### src/rtl/core/ism_pkg.sv
// Shared types, constants and helper functions of the Intcode step machine.
package ism_pkg;

  // Sizes
  localparam int MEM_WORDS = 4096;
  localparam int INQ_DEPTH = 32;
  localparam int AW        = $clog2(MEM_WORDS);
  localparam int PC_W      = $clog2(MEM_WORDS + 4);
  localparam int QP_W      = $clog2(2 * INQ_DEPTH);
  localparam int QI_W      = $clog2(INQ_DEPTH);
  localparam int DEC_BITS  = 3;
  localparam int DEC_STEPS = 63 / DEC_BITS;
  localparam int DC_W      = $clog2(DEC_STEPS);

  // Command codes
  localparam logic [1:0] CMD_RESET = 2'd0;
  localparam logic [1:0] CMD_LOAD  = 2'd1;
  localparam logic [1:0] CMD_PUSH  = 2'd2;
  localparam logic [1:0] CMD_STEP  = 2'd3;

  // Status codes
  localparam logic [2:0] ST_DONE  = 3'd0;
  localparam logic [2:0] ST_WAIT  = 3'd1;
  localparam logic [2:0] ST_HALT  = 3'd2;
  localparam logic [2:0] ST_FAULT = 3'd3;
  localparam logic [2:0] ST_FULL  = 3'd4;

  // Opcodes
  localparam logic [6:0] OP_ADD  = 7'd1;
  localparam logic [6:0] OP_MUL  = 7'd2;
  localparam logic [6:0] OP_IN   = 7'd3;
  localparam logic [6:0] OP_OUT  = 7'd4;
  localparam logic [6:0] OP_JT   = 7'd5;
  localparam logic [6:0] OP_JF   = 7'd6;
  localparam logic [6:0] OP_LT   = 7'd7;
  localparam logic [6:0] OP_EQ   = 7'd8;
  localparam logic [6:0] OP_ARB  = 7'd9;
  localparam logic [6:0] OP_HALT = 7'd99;

  // Addressing modes (one decimal digit)
  localparam logic [3:0] MODE_POS = 4'd0;
  localparam logic [3:0] MODE_IMM = 4'd1;
  localparam logic [3:0] MODE_REL = 4'd2;

  typedef struct packed {
    logic [1:0]         cmd;
    logic [11:0]        word_address;
    logic signed [63:0] data_word;
  } ism_in_t;

  typedef struct packed {
    logic [2:0]         status;
    logic               out_valid;
    logic signed [63:0] out_value;
    logic [11:0]        program_counter_now;
  } ism_out_t;

  // Memory read address select
  typedef enum logic [1:0] {
    RD_PC  = 2'd0,
    RD_POS = 2'd1,
    RD_EA  = 2'd2,
    RD_EB  = 2'd3
  } ism_rdsel_t;

  // Controller to datapath
  typedef struct packed {
    logic       latch_item;
    logic       clear_all;
    logic       clr_step;
    logic       load_wr;
    logic       q_push;
    logic       mem_rd;
    ism_rdsel_t rd_sel;
    logic       word_ld;
    logic       dec_step;
    logic       k_first;
    logic       k_next;
    logic       ea_ld;
    logic       va_ld;
    logic       vb_ld;
    logic       mul_start;
    logic       mul_step;
    logic       commit;
    logic       set_fault;
    logic       set_halt;
    logic       resp_ld;
    logic [2:0] resp_status;
  } ism_cmd_t;

  // Datapath to controller
  typedef struct packed {
    logic [1:0] cmd;
    logic       halted;
    logic       fault;
    logic       pc_oob;
    logic       q_full;
    logic       q_empty;
    logic       w_neg;
    logic       dec_last;
    logic       op_valid;
    logic       op_halt;
    logic       op_in;
    logic       op_mul;
    logic [1:0] nsrc;
    logic       k_last;
    logic [3:0] mode;
    logic       dest;
    logic       pos_oob;
    logic       addr_oob;
    logic       mul_last;
    logic       jmp_fault;
    logic       clr_last;
  } ism_stat_t;

  // Shift one binary bit into a five digit BCD accumulator (mod 100000)
  function automatic logic [19:0] bcd_dbl(input logic [19:0] d, input logic b);
    logic [19:0] r;
    logic [3:0]  di;
    logic [4:0]  t;
    logic        c;
    c = b;
    r = '0;
    for (int i = 0; i < 5; i++) begin
      di = d[4*i +: 4];
      t  = {di, c};
      if (di >= 4'd5) begin
        t = t - 5'd10;
      end
      r[4*i +: 4] = t[3:0];
      c = (di >= 4'd5);
    end
    return r;
  endfunction

  // Queue pointer helpers, pointers count modulo 2*INQ_DEPTH
  function automatic logic [QP_W-1:0] ptr_inc(input logic [QP_W-1:0] p);
    return (p == QP_W'(2 * INQ_DEPTH - 1)) ? '0 : p + QP_W'(1);
  endfunction

  function automatic logic [QI_W-1:0] ptr_idx(input logic [QP_W-1:0] p);
    logic [QP_W-1:0] t;
    t = (p >= QP_W'(INQ_DEPTH)) ? p - QP_W'(INQ_DEPTH) : p;
    return t[QI_W-1:0];
  endfunction

  function automatic logic q_is_full(input logic [QP_W-1:0] wp, input logic [QP_W-1:0] rp);
    logic [QP_W:0] t;
    t = {1'b0, wp} + (QP_W+1)'(2 * INQ_DEPTH) - {1'b0, rp};
    if (t >= (QP_W+1)'(2 * INQ_DEPTH)) begin
      t = t - (QP_W+1)'(2 * INQ_DEPTH);
    end
    return (t >= (QP_W+1)'(INQ_DEPTH));
  endfunction

  // Program counter as shown on the result: low 12 bits
  function automatic logic [11:0] pc_out(input logic [PC_W-1:0] p);
    logic [PC_W+11:0] t;
    t = {12'd0, p};
    return t[11:0];
  endfunction

endpackage

### src/rtl/core/ism_ctrl.sv
// Sequencing state machine of the Intcode step machine.
module ism_ctrl import ism_pkg::*; (
  input  logic      clk,
  input  logic      rst_n,
  input  logic      in_valid,
  output logic      in_ready,
  output logic      out_valid,
  input  logic      out_ready,
  input  ism_stat_t stat,
  output ism_cmd_t  cmd
);

  typedef enum logic [15:0] {
    S_IDLE  = 16'h0001,
    S_DISP  = 16'h0002,
    S_CLEAR = 16'h0004,
    S_FDATA = 16'h0008,
    S_DEC   = 16'h0010,
    S_OPDEC = 16'h0020,
    S_OPND  = 16'h0040,
    S_OPWT  = 16'h0080,
    S_VA    = 16'h0100,
    S_VAW   = 16'h0200,
    S_VB    = 16'h0400,
    S_VBW   = 16'h0800,
    S_MUL   = 16'h1000,
    S_EXEC  = 16'h2000,
    S_RESP  = 16'h4000,
    S_SPARE = 16'h8000
  } ism_state_t;

  ism_state_t state_r, state_nxt;
  logic [2:0] st_r, st_nxt;
  logic       clr_resp_r, clr_resp_nxt;
  logic       out_valid_r, out_valid_nxt;

  assign in_ready  = (state_r == S_IDLE);
  assign out_valid = out_valid_r;

  // Next state and datapath commands
  always_comb begin
    state_nxt    = state_r;
    st_nxt       = st_r;
    clr_resp_nxt = clr_resp_r;
    cmd          = '0;
    cmd.rd_sel   = RD_PC;
    cmd.resp_status = st_r;
    out_valid_nxt = out_valid_r && !out_ready;

    case (state_r)
      S_IDLE: begin
        if (in_valid) begin
          cmd.latch_item = 1'b1;
          state_nxt = S_DISP;
        end
      end
      S_DISP: begin
        case (stat.cmd)
          CMD_RESET: begin
            cmd.clear_all = 1'b1;
            clr_resp_nxt  = 1'b1;
            st_nxt        = ST_DONE;
            state_nxt     = S_CLEAR;
          end
          CMD_LOAD: begin
            cmd.load_wr = 1'b1;
            st_nxt      = ST_DONE;
            state_nxt   = S_RESP;
          end
          CMD_PUSH: begin
            if (stat.q_full) begin
              st_nxt = ST_FULL;
            end else begin
              cmd.q_push = 1'b1;
              st_nxt     = ST_DONE;
            end
            state_nxt = S_RESP;
          end
          default: begin
            if (stat.halted) begin
              st_nxt    = ST_HALT;
              state_nxt = S_RESP;
            end else if (stat.fault) begin
              st_nxt    = ST_FAULT;
              state_nxt = S_RESP;
            end else if (stat.pc_oob) begin
              cmd.set_fault = 1'b1;
              st_nxt        = ST_FAULT;
              state_nxt     = S_RESP;
            end else begin
              cmd.mem_rd = 1'b1;
              cmd.rd_sel = RD_PC;
              state_nxt  = S_FDATA;
            end
          end
        endcase
      end
      S_CLEAR: begin
        cmd.clr_step = 1'b1;
        if (stat.clr_last) begin
          state_nxt = clr_resp_r ? S_RESP : S_IDLE;
        end
      end
      S_FDATA: begin
        cmd.word_ld = 1'b1;
        if (stat.w_neg) begin
          cmd.set_fault = 1'b1;
          st_nxt        = ST_FAULT;
          state_nxt     = S_RESP;
        end else begin
          state_nxt = S_DEC;
        end
      end
      S_DEC: begin
        cmd.dec_step = 1'b1;
        if (stat.dec_last) begin
          state_nxt = S_OPDEC;
        end
      end
      S_OPDEC: begin
        if (!stat.op_valid) begin
          cmd.set_fault = 1'b1;
          st_nxt        = ST_FAULT;
          state_nxt     = S_RESP;
        end else if (stat.op_halt) begin
          cmd.set_halt = 1'b1;
          st_nxt       = ST_HALT;
          state_nxt    = S_RESP;
        end else if (stat.op_in && stat.q_empty) begin
          st_nxt    = ST_WAIT;
          state_nxt = S_RESP;
        end else begin
          cmd.k_first = 1'b1;
          state_nxt   = S_OPND;
        end
      end
      S_OPND: begin
        if (stat.pos_oob) begin
          cmd.set_fault = 1'b1;
          st_nxt        = ST_FAULT;
          state_nxt     = S_RESP;
        end else if (stat.mode == MODE_POS || stat.mode == MODE_REL) begin
          cmd.mem_rd = 1'b1;
          cmd.rd_sel = RD_POS;
          state_nxt  = S_OPWT;
        end else if (stat.mode == MODE_IMM && !stat.dest) begin
          cmd.ea_ld = 1'b1;
          if (stat.k_last) begin
            state_nxt = (stat.nsrc == 2'd0) ? S_EXEC : S_VA;
          end else begin
            cmd.k_next = 1'b1;
          end
        end else begin
          cmd.set_fault = 1'b1;
          st_nxt        = ST_FAULT;
          state_nxt     = S_RESP;
        end
      end
      S_OPWT: begin
        if (stat.addr_oob) begin
          cmd.set_fault = 1'b1;
          st_nxt        = ST_FAULT;
          state_nxt     = S_RESP;
        end else begin
          cmd.ea_ld = 1'b1;
          if (stat.k_last) begin
            state_nxt = (stat.nsrc == 2'd0) ? S_EXEC : S_VA;
          end else begin
            cmd.k_next = 1'b1;
            state_nxt  = S_OPND;
          end
        end
      end
      S_VA: begin
        cmd.mem_rd = 1'b1;
        cmd.rd_sel = RD_EA;
        state_nxt  = S_VAW;
      end
      S_VAW: begin
        cmd.va_ld = 1'b1;
        state_nxt = (stat.nsrc == 2'd2) ? S_VB : S_EXEC;
      end
      S_VB: begin
        cmd.mem_rd = 1'b1;
        cmd.rd_sel = RD_EB;
        state_nxt  = S_VBW;
      end
      S_VBW: begin
        cmd.vb_ld     = 1'b1;
        cmd.mul_start = 1'b1;
        state_nxt     = stat.op_mul ? S_MUL : S_EXEC;
      end
      S_MUL: begin
        cmd.mul_step = 1'b1;
        if (stat.mul_last) begin
          state_nxt = S_EXEC;
        end
      end
      S_EXEC: begin
        if (stat.jmp_fault) begin
          cmd.set_fault = 1'b1;
          st_nxt        = ST_FAULT;
        end else begin
          cmd.commit = 1'b1;
          st_nxt     = ST_DONE;
        end
        state_nxt = S_RESP;
      end
      S_RESP: begin
        // result register frees up when the previous word drains
        if (!out_valid_r || out_ready) begin
          cmd.resp_ld   = 1'b1;
          out_valid_nxt = 1'b1;
          state_nxt     = S_IDLE;
        end
      end
      default: begin
        state_nxt = S_IDLE;
      end
    endcase
  end

  // State registers; reset starts the memory clearing sweep
  always_ff @(posedge clk) begin
    if (!rst_n) begin
      state_r     <= S_CLEAR;
      st_r        <= ST_DONE;
      clr_resp_r  <= 1'b0;
      out_valid_r <= 1'b0;
    end else begin
      state_r     <= state_nxt;
      st_r        <= st_nxt;
      clr_resp_r  <= (state_r == S_CLEAR && stat.clr_last) ? 1'b0 : clr_resp_nxt;
      out_valid_r <= out_valid_nxt;
    end
  end

endmodule

### config.mk
export PLATFORM = sky130hd
export DESIGN_NAME = ism_ctrl
export DESIGN_NICKNAME = d
export VERILOG_FILES = /design/src/rtl/core/ism_pkg.sv /design/src/rtl/core/ism_ctrl.sv
export SDC_FILE = /design/constraint.sdc
export NUM_CORES = 1
export LEC_CHECK = 0
export BUFFER_PORTS_ARGS = -buffer_cell sky130_fd_sc_hd__clkbuf_2
export CORE_MARGIN = 3
export CORE_UTILIZATION = 54
export DETAILED_ROUTE_END_ITERATION = 6
export GPL_TIMING_DRIVEN = 0
export HOLD_SLACK_MARGIN = 0.06
export PLACE_DENSITY = 0.86
export SKIP_CTS_REPAIR_TIMING = 1
export SLEW_MARGIN = 10
export SYNTH_ARGS = -nofsm -noshare
export SYNTH_HDL_FRONTEND = slang
export SYNTH_SLANG_ARGS = --single-unit
### constraint.sdc
create_clock -name clk -period 7.4 [get_ports clk]
set_input_delay 0.37 -clock clk [delete_from_list [all_inputs] [get_ports clk]]
set_output_delay 0.37 -clock clk [all_outputs]
set_load 0.01 [all_outputs]
; ---- Yosys cells after proc, flatten, opt, wreduce, memory -nomap -nowiden
; Cells that the tools add are included.
[word_totals]
ff_bits = 21
input_bits = 30
output_inout_bits = 26
elab_cells = 148
[classes]
eq_ne = 32
mux = 91
n_bitwise = 1
n_reduce_logical = 20
[ops]
columns = op, n
row1 = 16-bit one-hot mux with 15 select lines, 1
row2 = 16-bit 2-to-1 mux, 14
row3 = 15-bit 2-to-1 mux, 4
row4 = 14-bit 2-to-1 mux, 4
row5 = 3-bit 2-to-1 mux, 18
row6 = 1-bit 2-to-1 mux, 37
row7 = 16-bit one-hot mux with 2 select lines, 1
row8 = 3-bit one-hot mux with 6 select lines, 1
row9 = 16-bit by 1-bit equality test with 1-bit output (second input constant), 1
row10 = 16-bit by 10-bit equality test with 1-bit output (second input constant), 1
row11 = 16-bit by 11-bit equality test with 1-bit output (second input constant), 1
row12 = 16-bit by 12-bit equality test with 1-bit output (second input constant), 1
row13 = 16-bit by 13-bit equality test with 1-bit output (second input constant), 1
row14 = 16-bit by 14-bit equality test with 1-bit output (second input constant), 1
row15 = 16-bit by 15-bit equality test with 1-bit output (second input constant), 1
row16 = 16-bit by 2-bit equality test with 1-bit output (second input constant), 1
row17 = 16-bit by 3-bit equality test with 1-bit output (second input constant), 1
row18 = 16-bit by 4-bit equality test with 1-bit output (second input constant), 1
row19 = 16-bit by 5-bit equality test with 1-bit output (second input constant), 1
row20 = 16-bit by 6-bit equality test with 1-bit output (second input constant), 1
row21 = 16-bit by 7-bit equality test with 1-bit output (second input constant), 1
row22 = 16-bit by 8-bit equality test with 1-bit output (second input constant), 1
row23 = 16-bit by 9-bit equality test with 1-bit output (second input constant), 1
row24 = 2-bit 2-to-1 mux, 7
row25 = 25 further kinds, 42

; ---- Logic depth before layout (Yosys ltp)
; Gate-level depths: netlist of run 1.
[depth]
ltp_word = 7
depth_mapped = 9
mapped_depth_nobuf = 6

; ---- Least setup slack after synthesis of run 1
; No wires, ideal clock.
[synth_timing]
kind = register to output
start = reg state_r[6]
end = out cmd[9] in the netlist's numbering
arrival_time_ns = 2.278
t_required_ns = 7.030
setup_slack_ns = 4.752
stages_incl_launch_ff = 7
n_path_buf = 3
cell_sequence = dfxtp_1 > buf_6 > or4_4 > buf_6 > or4_1 > nor3_1 > buf_4
[synth_lines]
columns = element, line_no
row1 = start: declaration, ism_ctrl.sv:32  ; ism_state_t state_r, state_nxt;
row2 = start signal: assignment, ism_ctrl.sv:231  ; state_r <= state_nxt;
row3 = end: declaration, ism_ctrl.sv:10  ; output ism_cmd_t cmd

==> impl_results.md, run 1 <==
- Cells after Synth: between 200 and 250
- Clock Skews: 0.00458 ns
- Wire per inst: 15.9 um
- Row count: 19
- Pre-CTS WS: between 4 and 5 ns
- Initial antenna violation count: 0
- Post-DRT Antenna Nets: 0
- Core ar.: around 2800 sq um
- Syn Nets: roughly 240
- Clock root buffer: clkbuf_4
- Final Hold Vio Count: 0
- Netlist cell types: 57
- Detailed Route Iter0 Violations: 120
- CTS Buf Count: 3
- Via density per instance: 6.28
- Share of cells above drive strength 1: between 20% and 30%
- IR drop worst, VDD: between 0.15 and 0.2 mV
- Met1 WL: roughly 2000 um
- DR DRC count: 0
- CP Capture Type: output port
- Global-route wire length before repair: roughly 7500 um
- Die Ht: around 60 um
- Register area: roughly 400 sq um
- Final Critical Period: roughly 3.2 ns
- Area occupied by multi-input gates: around 1100 sq um
- Dpl cell area: between 1500 and 2000 sq um
- Met2 wire length: 2240 um
- Hpwl dp: around 3700 um
- Largest net degree at the start of global routing: 13
- Crit Path Class: register to output port
- Initial Util: about 57%
- CTS sink count: 20
- Tcrit/Tclk final: 43.2%
- CP Max Fanout: 8
- Arrival time worst endpoint: between 2 and 3 ns
- Clock Tree Buf Depth: 2
- Top_reg_cell synth: dfxtp_1
- Maxcap violations: 0
- Ys Warns: 0
- Gpl congestion: around 0.97
- Number of global-route vias before repair: 1,674
- Crit Reg-Reg Endpoint: state_r[8]
- Least-Margin Pin Slew: roughly 0.76 ns
- Asr flop ratio synth: 0%
- Hold Path Sink: state_r[10]
- Top cells by count, synth: 20 x dfxtp_1, 19 x nor2_1, 16 x nor3_1, 12 x nor4_1, 11 x nand2_1
- Relative slew slack: 48.7%
- Critical R2R Launch: state_r[7]
- Count leader, synth: dfxtp_1
- Area contributors post-synth: dfxtp_1 25%, nor3_1 5.1%, nor4_1 4.7%, nor2_1 4.5%, nand2b_1 3.6%
- Final WS setup: between 4 and 5 ns
- R2R cell count: 8
- Worst hold start: stat[11]
- Pwr dens: around 140 nW/um^2
- Max Fclk: 312 MHz
- Clock latency on the worst-skew pair: roughly 0.32 ns
- Congestion Overflow GR: 0
- Ant diodes: 0
- Startpoint types: register
- Run status: finished clean
- Hold Path Depth: 2
- CTS tree: done
- Power Total: around 0.00027 W
- Layout Nets: ~300
- Top Metal Used: met4
- WL met3: ~370 um
- DRT Pass-1 Iters: 5
- Synthesized area per cell: about 7.7 sq um
- Seq/Total Area, Yosys: between 20% and 30%
- RSZ-0062 raised after global routing: no
- Netlist Area Pre-Place: between 1500 and 2000 sq um
- Min-Delay Path Class: input pin to register
- FILL cells: about 260
- Total track usage: a little over a quarter
- Syn-to-layout area delta: 23.1%
- Synthesized flop and latch total: 20
- Full die area: about 3600 sq um
- Leak pwr: roughly 0.86 nW
- IO Pins: 56
- Htree depth: 1
- Die Span X: about 60 um
- CP Launch Point: state_r[11]
- Data required, critical path: around 7.0 ns
- Most area-hungry cell type in the Yosys netlist: dfxtp_1
- Count of final max-slew check failures: 0
- Design area: 1950 sq um
- Synth top area share: approximately a quarter
- Drt total wl: 4700 um
- Via count: 1,853
- Setup TNS: 0 ns
- Setup-failing EPs final: 0
- Reg2reg setup slack: around 4.6 ns
- EDFF count, synth: 0
- Buffers on Ports: 55
- Clock slew seen by the registers of the worst setup and hold paths: 0.13 ns
[power breakdown]
part / internal [W] / switching, W
combinational: 0.0000254 / 0.0000352
sequential: 0.000110 / 0.00000439
clock: 0.0000548 / 0.0000408
total: 0.000190 / 0.0000804
[through the flow]
stage               util, %  hold slack, ns  instances
floorplan                 -           0.449        205
global placement       68.3           0.451        291
detailed placement     68.3           0.467        291
CTS                    70.2           0.245        295
global route           70.2           0.234        295
finish                 70.2           0.239        295
[kinds of logic after synthesis]
| kind of cell | count (synthesis) | share of synthesized area, % |
|---|---|---|
| fa+ha+maj | 4 | 3.16 |
| flops | 20 | 25.3 |
| simple gates | 121 | 46.3 |
| compound gates | 40 | 18.1 |
| xor+xnor | 2 | 1.11 |
| buf+inv | 18 | 6.08 |
[worst max-delay path by stage]
stage | end | slack [ns] | depth (start not counted)
after CTS | cmd[5] | 4.25 | 8
after floorplan | cmd[9] | 4.75 | 6
after global routing | cmd[5] | 4.11 | 9
after global placement | cmd[5] | 4.65 | 9
final | cmd[5] | 4.20 | 8
after detailed placement | cmd[5] | 4.62 | 9
[layout by cell type (no fill, tap or decap), types with 2 or more instances in the layout]
cell type,synthesis,layout
a21oi_1,10,10
a31oi_1,3,3
and3_1,3,3
buf_2,2,2
buf_6,3,3
clkbuf_1,5,5
clkbuf_2,0,55
clkbuf_4,0,3
dfxtp_1,20,20
ha_1,4,4
inv_1,7,7
nand2_1,11,11
nand2b_1,9,9
nand3_1,5,5
nand4_1,4,4
nor2_1,19,19
nor2b_1,5,5
nor3_1,16,16
nor3_2,2,2
nor3b_1,4,4
nor4_1,12,12
nor4_2,2,2
o21a_1,4,4
o21ai_0,2,2
o22ai_1,4,4
o32ai_1,3,3
or3_1,5,5
or3b_1,2,2
or3b_2,2,2
or4_1,5,5
or4_4,2,2
or4b_2,2,2
xnor2_1,2,2
[metal layers]
layer  vias up  GRT usage, %
met3        10          5.83
met5         -             0
met2        81          45.5
met4         0          7.59
li1        905             -
met1       857          34.9
[critical path, cell delays in order, from the launching register on]
cell and delay, ns:
dfxtp_1 0.40, or4_1 0.54, buf_2 0.18, or4_1 0.48, buf_2 0.19, nor3_2 0.23
o2bb2ai_1 0.20, or3_1 0.16, clkbuf_2 0.12
[layout make-up]
type,instances,area share (%)
Buffer,11,3.59
Clock buffer,3,1.15
Clock inverter,1,1.54
Inverter,7,1.35
Multi-Input combinational cell,167,55.8
Sequential cell,20,20.5
Tap cell,31,1.99
Timing Repair Buffer,55,14.1
[flip-flops by register name, summed over array words and instances (netlist names)]
register,flops
clr_resp_r,1
st_r,3
state_r,15
out_valid,1
No activity file was read; power rests on OpenSTA's default activity.
==> inputs of run 2 (changes only) <==
--- a/config.mk
+++ b/config.mk
@@ -5,13 +5,14 @@
 export SDC_FILE = /design/constraint.sdc
 export NUM_CORES = 1
 export LEC_CHECK = 0
+export ABC_AREA = 1
 export BUFFER_PORTS_ARGS = -buffer_cell sky130_fd_sc_hd__clkbuf_2
 export CORE_MARGIN = 3
-export CORE_UTILIZATION = 54
+export CORE_UTILIZATION = 51
 export DETAILED_ROUTE_END_ITERATION = 6
 export GPL_TIMING_DRIVEN = 0
 export HOLD_SLACK_MARGIN = 0.06
-export PLACE_DENSITY = 0.86
+export PLACE_DENSITY = 0.8
 export SKIP_CTS_REPAIR_TIMING = 1
 export SLEW_MARGIN = 10
 export SYNTH_ARGS = -nofsm -noshare
==> constraint.sdc (replaced) <==
create_clock -name clk -period 3.22 [get_ports clk]
set_input_delay 0.161 -clock clk [delete_from_list [all_inputs] [get_ports clk]]
set_output_delay 0.161 -clock clk [all_outputs]
set_load 0.01 [all_outputs]
==> run 2 against run 1 <==
Against the previous run: register-to-register slack got worse by 3.2 ns; wire length fell by 5.2%; total power rose by 99%; sequential share of layout area fell by 1.2 points; utilization fell by 3.2 points; combinational power rose by 110%; die area rose by 12%; clock skew barely moved; synthesized cell count rose by 43%; largest power group unchanged.
==> impl_results.md, run 2 <==
- Run status: finished clean
- CTS sink count: 20 (unchanged)
- Final Critical Period: ~2.1 ns
- Most frequent cells in the layout: 62 x nand2_1, 61 x inv_1, 54 x clkbuf_2, 44 x nor2_1, 20 x dfxtp_1
- Hpwl dp: 3650 um (-0.80%)
- Drt total wl: 4450 um (-5.2%)
- Max Fclk: roughly 470 MHz
- Top Metal Used: met4
- Final Hold Vio Count: 0 (unchanged)
- Total track usage: 22.8% (-4.4 points)
- Power Total: 0.000538 W (+99%)
- Setup TNS: 0 ns (unchanged)
- Netlist Area Pre-Place: 1700 sq um (+6.9%)
- Seq/Total Area, Yosys: 23.6% (-1.6 points)
- Die Ht: 63.7 um (+5.8%)
- Met1 WL: 2020 um (+0.60%)
- RSZ-0062 raised after global routing: no
- Syn-to-layout area delta: 22.5%
- Hold slack: 0.0711 ns (-0.168 ns)
- Crit Path Class: register to output port
- CP Max Fanout: 6 (-2)
- CP Capture Type: output port
- Pwr dens: 259 nW/um^2 (+87%)
- Regs by FF count: state_r: 15 flops, st_r: 3 flops
- Full die area: 4050 sq um (+12%)
- Buffers on Ports: 54 (-1.8%)
- Max reg flops: 15 (unchanged)
- IR drop worst, VDD: 0.115 mV (-27%)
- Synthesized area per cell: 5.77 sq um (-25%)
- Final core utilization: 66.9% (-3.2 points)
- Most common cell after layout, fill and taps aside: nand2_1
- Maxcap violations: 0 (unchanged)
- Wire per inst: 11.2 um (-30%)
- Gpl congestion: 0.914 (-6.2%)
- Clock root buffer: clkbuf_4
- EDFF count, synth: 0 (unchanged)
- IO Pins: 56 (unchanged)
- CTS tree: done
- Count leader, synth: nand2_1
- Share of cells above drive strength 1: 25.7% (-4.2 points)
- Arrival time worst endpoint: 1.96 ns (-0.87 ns)
- Area contributors post-synth: dfxtp_1 24%, nand2_1 14%, inv_1 14%, nor2_1 9.7%, nand3_1 5.6%
- Initial antenna violation count: 0 (unchanged)
- Cells after Synth: 294 (+43%)
- Startpoint types: register
- Tcrit/Tclk final: 65.7%
- Clock slew seen by the registers of the worst setup and hold paths: 0.12 ns (about the same)
- Initial Util: 54.6% (-2.4 points)
- Via count: 1,986 (+7.2%)
- Clock Skews: 0.00438 ns (-0.000206 ns)
- Htree depth: 1 (unchanged)
- Leak pwr: 1.25 nW (+45%)
- Ys Warns: 0 (unchanged)
- Top reg by flops: state_r
- Placed insts: 392 (+35%)
- Clock latency on the worst-skew pair: 0.31 ns (about the same)
- WL met3: 375 um (+1.4%)
- Congestion Overflow GR: 0 (unchanged)
- Core ar.: 3100 sq um (+12%)
- DR DRC count: 0 (unchanged)
- Detailed Route Iter0 Violations: 166 (+38%)
- Setup-failing EPs final: 0 (unchanged)
- Critical path's largest stage delay: 0.34 ns (-0.20 ns)
- Asr flop ratio synth: 0% (unchanged)
- Synthesized flop and latch total: 20 (unchanged)
- Ant diodes: 0 (unchanged)
- Syn Nets: 328 (+37%)
- Most area-hungry cell type in the Yosys netlist: dfxtp_1
- Worst path slowest cell: dfxtp_1
- Count of final max-slew check failures: 0 (unchanged)
- DRT Pass-1 Iters: 5 (unchanged)
- CTS Buf Count: 3 (unchanged)
- Global-route wire length before repair: 7560 um (+0.73%)
- Synth top area share: 23.6% (-1.6 points)
- Largest net degree at the start of global routing: 12 (-1)
- Number of global-route vias before repair: 1,835 (+9.6%)
- Via density per instance: 4.99 (-21%)
- Top cells by count, synth: 62 x nand2_1, 61 x inv_1, 44 x nor2_1, 20 x dfxtp_1, 19 x nand3_1
- Met2 wire length: 1970 um (-12%)
- Data required, critical path: 3.06 ns (-3.97 ns)
- Die Span X: 63.7 um (+5.8%)
- Cell chain of the critical path: nor2_1, nand2_2, nor2_1, nand2_2, o21ai_0, a31oi_1, o2111ai_1, clkbuf_2
- Netlist cell types: 31 (-46%)
- Row count: 20 (+1)
- Least-Margin Pin Slew: 0.541 ns (-0.221 ns)
- Min-Delay Path Class: input pin to register
- Post-DRT Antenna Nets: 0 (unchanged)
- Top_reg_cell synth: dfxtp_1
- Layout Cells excl Fill: 398 (+35%)
- Layout Nets: 389 (+30%)
- Relative slew slack: 63.9% (+15 points)
- Clock Tree Buf Depth: 2 (unchanged)
## run 2: changes by cell type in the layout (fill, tap and decap cells not counted), sizes merged, moves of 9 or more
cell	change
nand3	+16
nand2b	-9
nand2	+61
inv	+59
nor2	+33
nor4	-13
## run 2: path summary, 6_finish.rpt
kind                            startpoint           to  slack [ns]  depth (start not counted)
worst max-delay path            state_r[2]       cmd[5]        1.10                          8
worst min-delay path              stat[13]  state_r[12]        0.07                          3
worst max register to register  state_r[2]      st_r[0]        1.41                         12
worst min register to register     st_r[1]      st_r[1]        0.53                          4
## run 2: logic make-up (layout without fill, tap and decap cells)
logic type / count (synthesis) / in the layout / synth area share, %
flops: 20 / 20 / 23.6
buf+inv: 71 / 131 / 16.8
simple gates: 177 / 177 / 49.4
fa+ha+maj: 4 / 4 / 2.95
compound gates: 22 / 22 / 7.16
## run 2: through the flow
step | area, sq um | setup WS, ns
2_1_floorplan | 1700 | 1.69
3_3_place_gp | 2020 | 1.49
3_5_place_dp | 2020 | 1.46
4_1_cts | 2060 | 1.12
5_1_grt | 2080 | 0.890
6_report | 2080 | 1.10
## run 2: per-layer routing
| metal | GRT usage (%) | up-vias |
|---|---|---|
| met3 | 2.32 | 11 |
| met2 | 38.5 | 102 |
| met1 | 29.4 | 839 |
| met4 | 9.43 | 0 |
| li1 | - | 1034 |
| met5 | 0 | - |
## run 2: report_power, final
group | total (W) | switching [W] | internal [W]
combinational | 0.000128 | 0.0000810 | 0.0000467
sequential | 0.000257 | 0.00000386 | 0.000253
clock | 0.000154 | 0.0000845 | 0.0000691
## run 2: critical path, delay by kind of cell, from the launching register on
family	cells	cell delay, ns
compound gates	3	0.44
buf+inv	1	0.16
flops	1	0.34
simple gates	4	0.68
## run 2: cell type report
cell class | instances | area, sq um
fillers | 312 | 1030
multi-input cells | 203 | 1010
flip-flops and latches | 20 | 400
repair buffers | 56 | 290
inverters | 66 | 250
well taps | 44 | 55.1
clock buffers | 4 | 36.3
plain buffers | 5 | 35.0
==> inputs of run 3 (changes only) <==
--- a/config.mk
+++ b/config.mk
@@ -8,11 +8,11 @@
 export ABC_AREA = 1
 export BUFFER_PORTS_ARGS = -buffer_cell sky130_fd_sc_hd__clkbuf_2
 export CORE_MARGIN = 3
-export CORE_UTILIZATION = 51
+export CORE_UTILIZATION = 46
 export DETAILED_ROUTE_END_ITERATION = 6
 export GPL_TIMING_DRIVEN = 0
 export HOLD_SLACK_MARGIN = 0.06
-export PLACE_DENSITY = 0.8
+export PLACE_DENSITY = 0.77
 export SKIP_CTS_REPAIR_TIMING = 1
 export SLEW_MARGIN = 10
 export SYNTH_ARGS = -nofsm -noshare
==> constraint.sdc (replaced) <==
create_clock -name clk -period 1.9 [get_ports clk]
set_input_delay 0.095 -clock clk [delete_from_list [all_inputs] [get_ports clk]]
set_output_delay 0.095 -clock clk [all_outputs]
set_load 0.01 [all_outputs]
==> run 3 against run 2 <==
Against the previous run: sequential power grew 70%; first-iteration DRC count grew 1.8%; hold slack got worse by 0.0079 ns; die area up 9.8%; sequential cell count unchanged; clock skew is 0.0020 ns higher.
==> impl_results.md, run 3 (synthesis results as in run 2) <==
- Via count: 1,992 (+0.30%)
- Crit path capture: cmd[18]
- Cell chain of the critical path: inv_1, nand3_2, nor2_4, buf_6, nand3_4, inv_2, nand4_1, nand3_1, clkbuf_2
- Count of final max-slew check failures: 0 (unchanged)
- CP Capture Type: output port
- CTS tree: done
- Final Hold Vio Count: 0 (unchanged)
- Layout Nets: 390 (+0.26%)
- Critical Path Stages: 9 (+1)
- Final Critical Period: 1.82 ns
- Clock Tree Buf Depth: 2 (unchanged)
- Startpoint types: register
- Min-Delay Path Class: input pin to register
- Hpwl dp: 3780 um (+3.5%)
- DRT Pass-1 Iters: 4 (-1)
- Worst path slowest cell: dfxtp_2
- Critical R2R Launch: state_r[2]
- Via density per instance: 4.97 (-0.45%)
- DR DRC count: 0 (unchanged)
- Drt total wl: 4690 um (+5.3%)
- Max Fclk: between 500 and 600 MHz
- Clock slew seen by the registers of the worst setup and hold paths: 0.08 ns (-0.04 ns)
- Setup-failing EPs final: 0 (unchanged)
- Crit Reg-Reg Endpoint: state_r[8]
- Ant diodes: 0 (unchanged)
- Reg2reg setup slack: 0.14 ns (-1.27 ns)
- Post-DRT Antenna Nets: 0 (unchanged)
- Global-route wire length before repair: 7430 um (-1.7%)
- Number of global-route vias before repair: 1,739 (-5.2%)
- Dpl cell area: 2020 sq um (+0.12%)
- IO Pins: 56 (unchanged)
- Wire per inst: 11.7 um (+4.5%)
- Leak pwr: 1.28 nW (+2.3%)
- Hold slack: 0.0632 ns (-0.00790 ns)
- Tcrit/Tclk final: 95.7%
- Design area: 2150 sq um (+3.4%)
- Htree depth: 1 (unchanged)
- Regs by FF count: state_r: 15 flops, st_r: 3 flops
- Detailed Route Iter0 Violations: 169 (+1.8%)
- Maxcap violations: 0 (unchanged)
- CTS sink count: 20 (unchanged)
- Clock latency on the worst-skew pair: 0.26 ns (-0.05 ns)
- Least-Margin Pin Slew: 0.532 ns (-0.00840 ns)
- Data required, critical path: 1.80 ns (-1.26 ns)
- Die Span X: 66.7 um (+4.8%)
- CP Launch Point: state_r[13]
- Die Ht: 66.7 um (+4.8%)
- Gpl congestion: 0.880 (-3.8%)
- Largest net degree at the start of global routing: 12 (unchanged)
- Congestion Overflow GR: 0 (unchanged)
- IR drop worst, VDD: 0.256 mV (+120%)
- Max reg flops: 15 (unchanged)
- Crit Path Class: register to output port
- Run status: finished clean
- Clock root buffer: clkbuf_8
- CP Max Fanout: 7 (+1)
- Share of cells above drive strength 1: 29.6% (+3.9 points)
- Clock Skews: 0.00638 ns (+0.00200 ns)
- Syn-to-layout area delta: 26.6%
- Layout Cells excl Fill: 401 (+0.75%)
- Most frequent cells in the layout: 61 x inv_1, 61 x nand2_1, 53 x clkbuf_2, 38 x nor2_1
- Buffers on Ports: 54 (unchanged)
- Arrival time worst endpoint: 1.72 ns (-0.24 ns)
- R2R cell count: 12 (unchanged)
- Initial Util: 49.3% (-5.4 points)
- CP top delay family: simple AND/OR/NAND/NOR gates
- Final core utilization: 62.4% (-4.6 points)
- Power Total: 0.000989 W (+84%)
- Row count: 21 (+5.0%)
- Placed insts: 394 (+0.51%)
- RSZ-0062 raised after global routing: yes
- CTS Buf Count: 3 (unchanged)
- Top reg by flops: state_r
- Pwr dens: 461 nW/um^2 (+78%)
- Full die area: 4450 sq um (+9.8%)
- Total track usage: 21.4% (-1.4 points)
- Initial antenna violation count: 0 (unchanged)
- Core ar.: 3440 sq um (+11%)
- Critical path's largest stage delay: 0.34 ns (about the same)
- Worst path bufs/invs: 4 (+3)
- Relative slew slack: 64.5% (+0.56 points)
## run 3: cell count changes in the layout (fill, tap and decap cells not counted), moves of 3 or more
cell,change
nor2_1,-6
nor2_2,+4
clkbuf_4,-3
clkbuf_8,+3
## run 3: area by class of cell
| class | instances | area, sq um |
|---|---|---|
| multi-input cells | 203 | 1050 |
| plain buffers | 5 | 35.0 |
| inverters | 66 | 250 |
| repair buffers | 57 | 293 |
| flip-flops and latches | 20 | 403 |
| clock buffers | 4 | 55.1 |
| well taps | 46 | 57.6 |
| fillers | 369 | 1290 |
## run 3: through the flow
stage          setup slack (ns)  TNS, ns
6_report                 0.0818        0
5_1_grt                 -0.0308  -0.0934
4_1_cts                 -0.0488  -0.0909
3_5_place_dp              0.155        0
3_3_place_gp              0.179        0
2_1_floorplan             0.395        0
## run 3: how the worst min path moves through the flow
stage	startpoint	endpoint	slack [ns]	depth (start not counted)
floorplan	stat[11]	state_r[10]	0.17	1
detailed placement	stat[0]	clr_resp_r	0.33	2
finish	stat[11]	state_r[10]	0.06	2
CTS	stat[0]	clr_resp_r	0.05	2
global placement	stat[0]	clr_resp_r	0.32	2
global route	stat[11]	state_r[10]	0.07	2
## run 3: per-layer routing
| layer | vias up | track usage [%] | wire length (um) |
|---|---|---|---|
| met5 | - | 0 | 0 |
| met4 | 0 | 6.60 | 53 |
| met3 | 7 | 3.20 | 291 |
| met2 | 60 | 34.7 | 2140 |
| met1 | 891 | 29.0 | 2200 |
| li1 | 1034 | - | - |
## run 3: power by group
group          internal, W  switching [W]  total (W)
Clock             0.000185       0.000147   0.000332
Combinational    0.0000836       0.000138   0.000221
Sequential        0.000429     0.00000793   0.000436
Total             0.000697       0.000293   0.000989
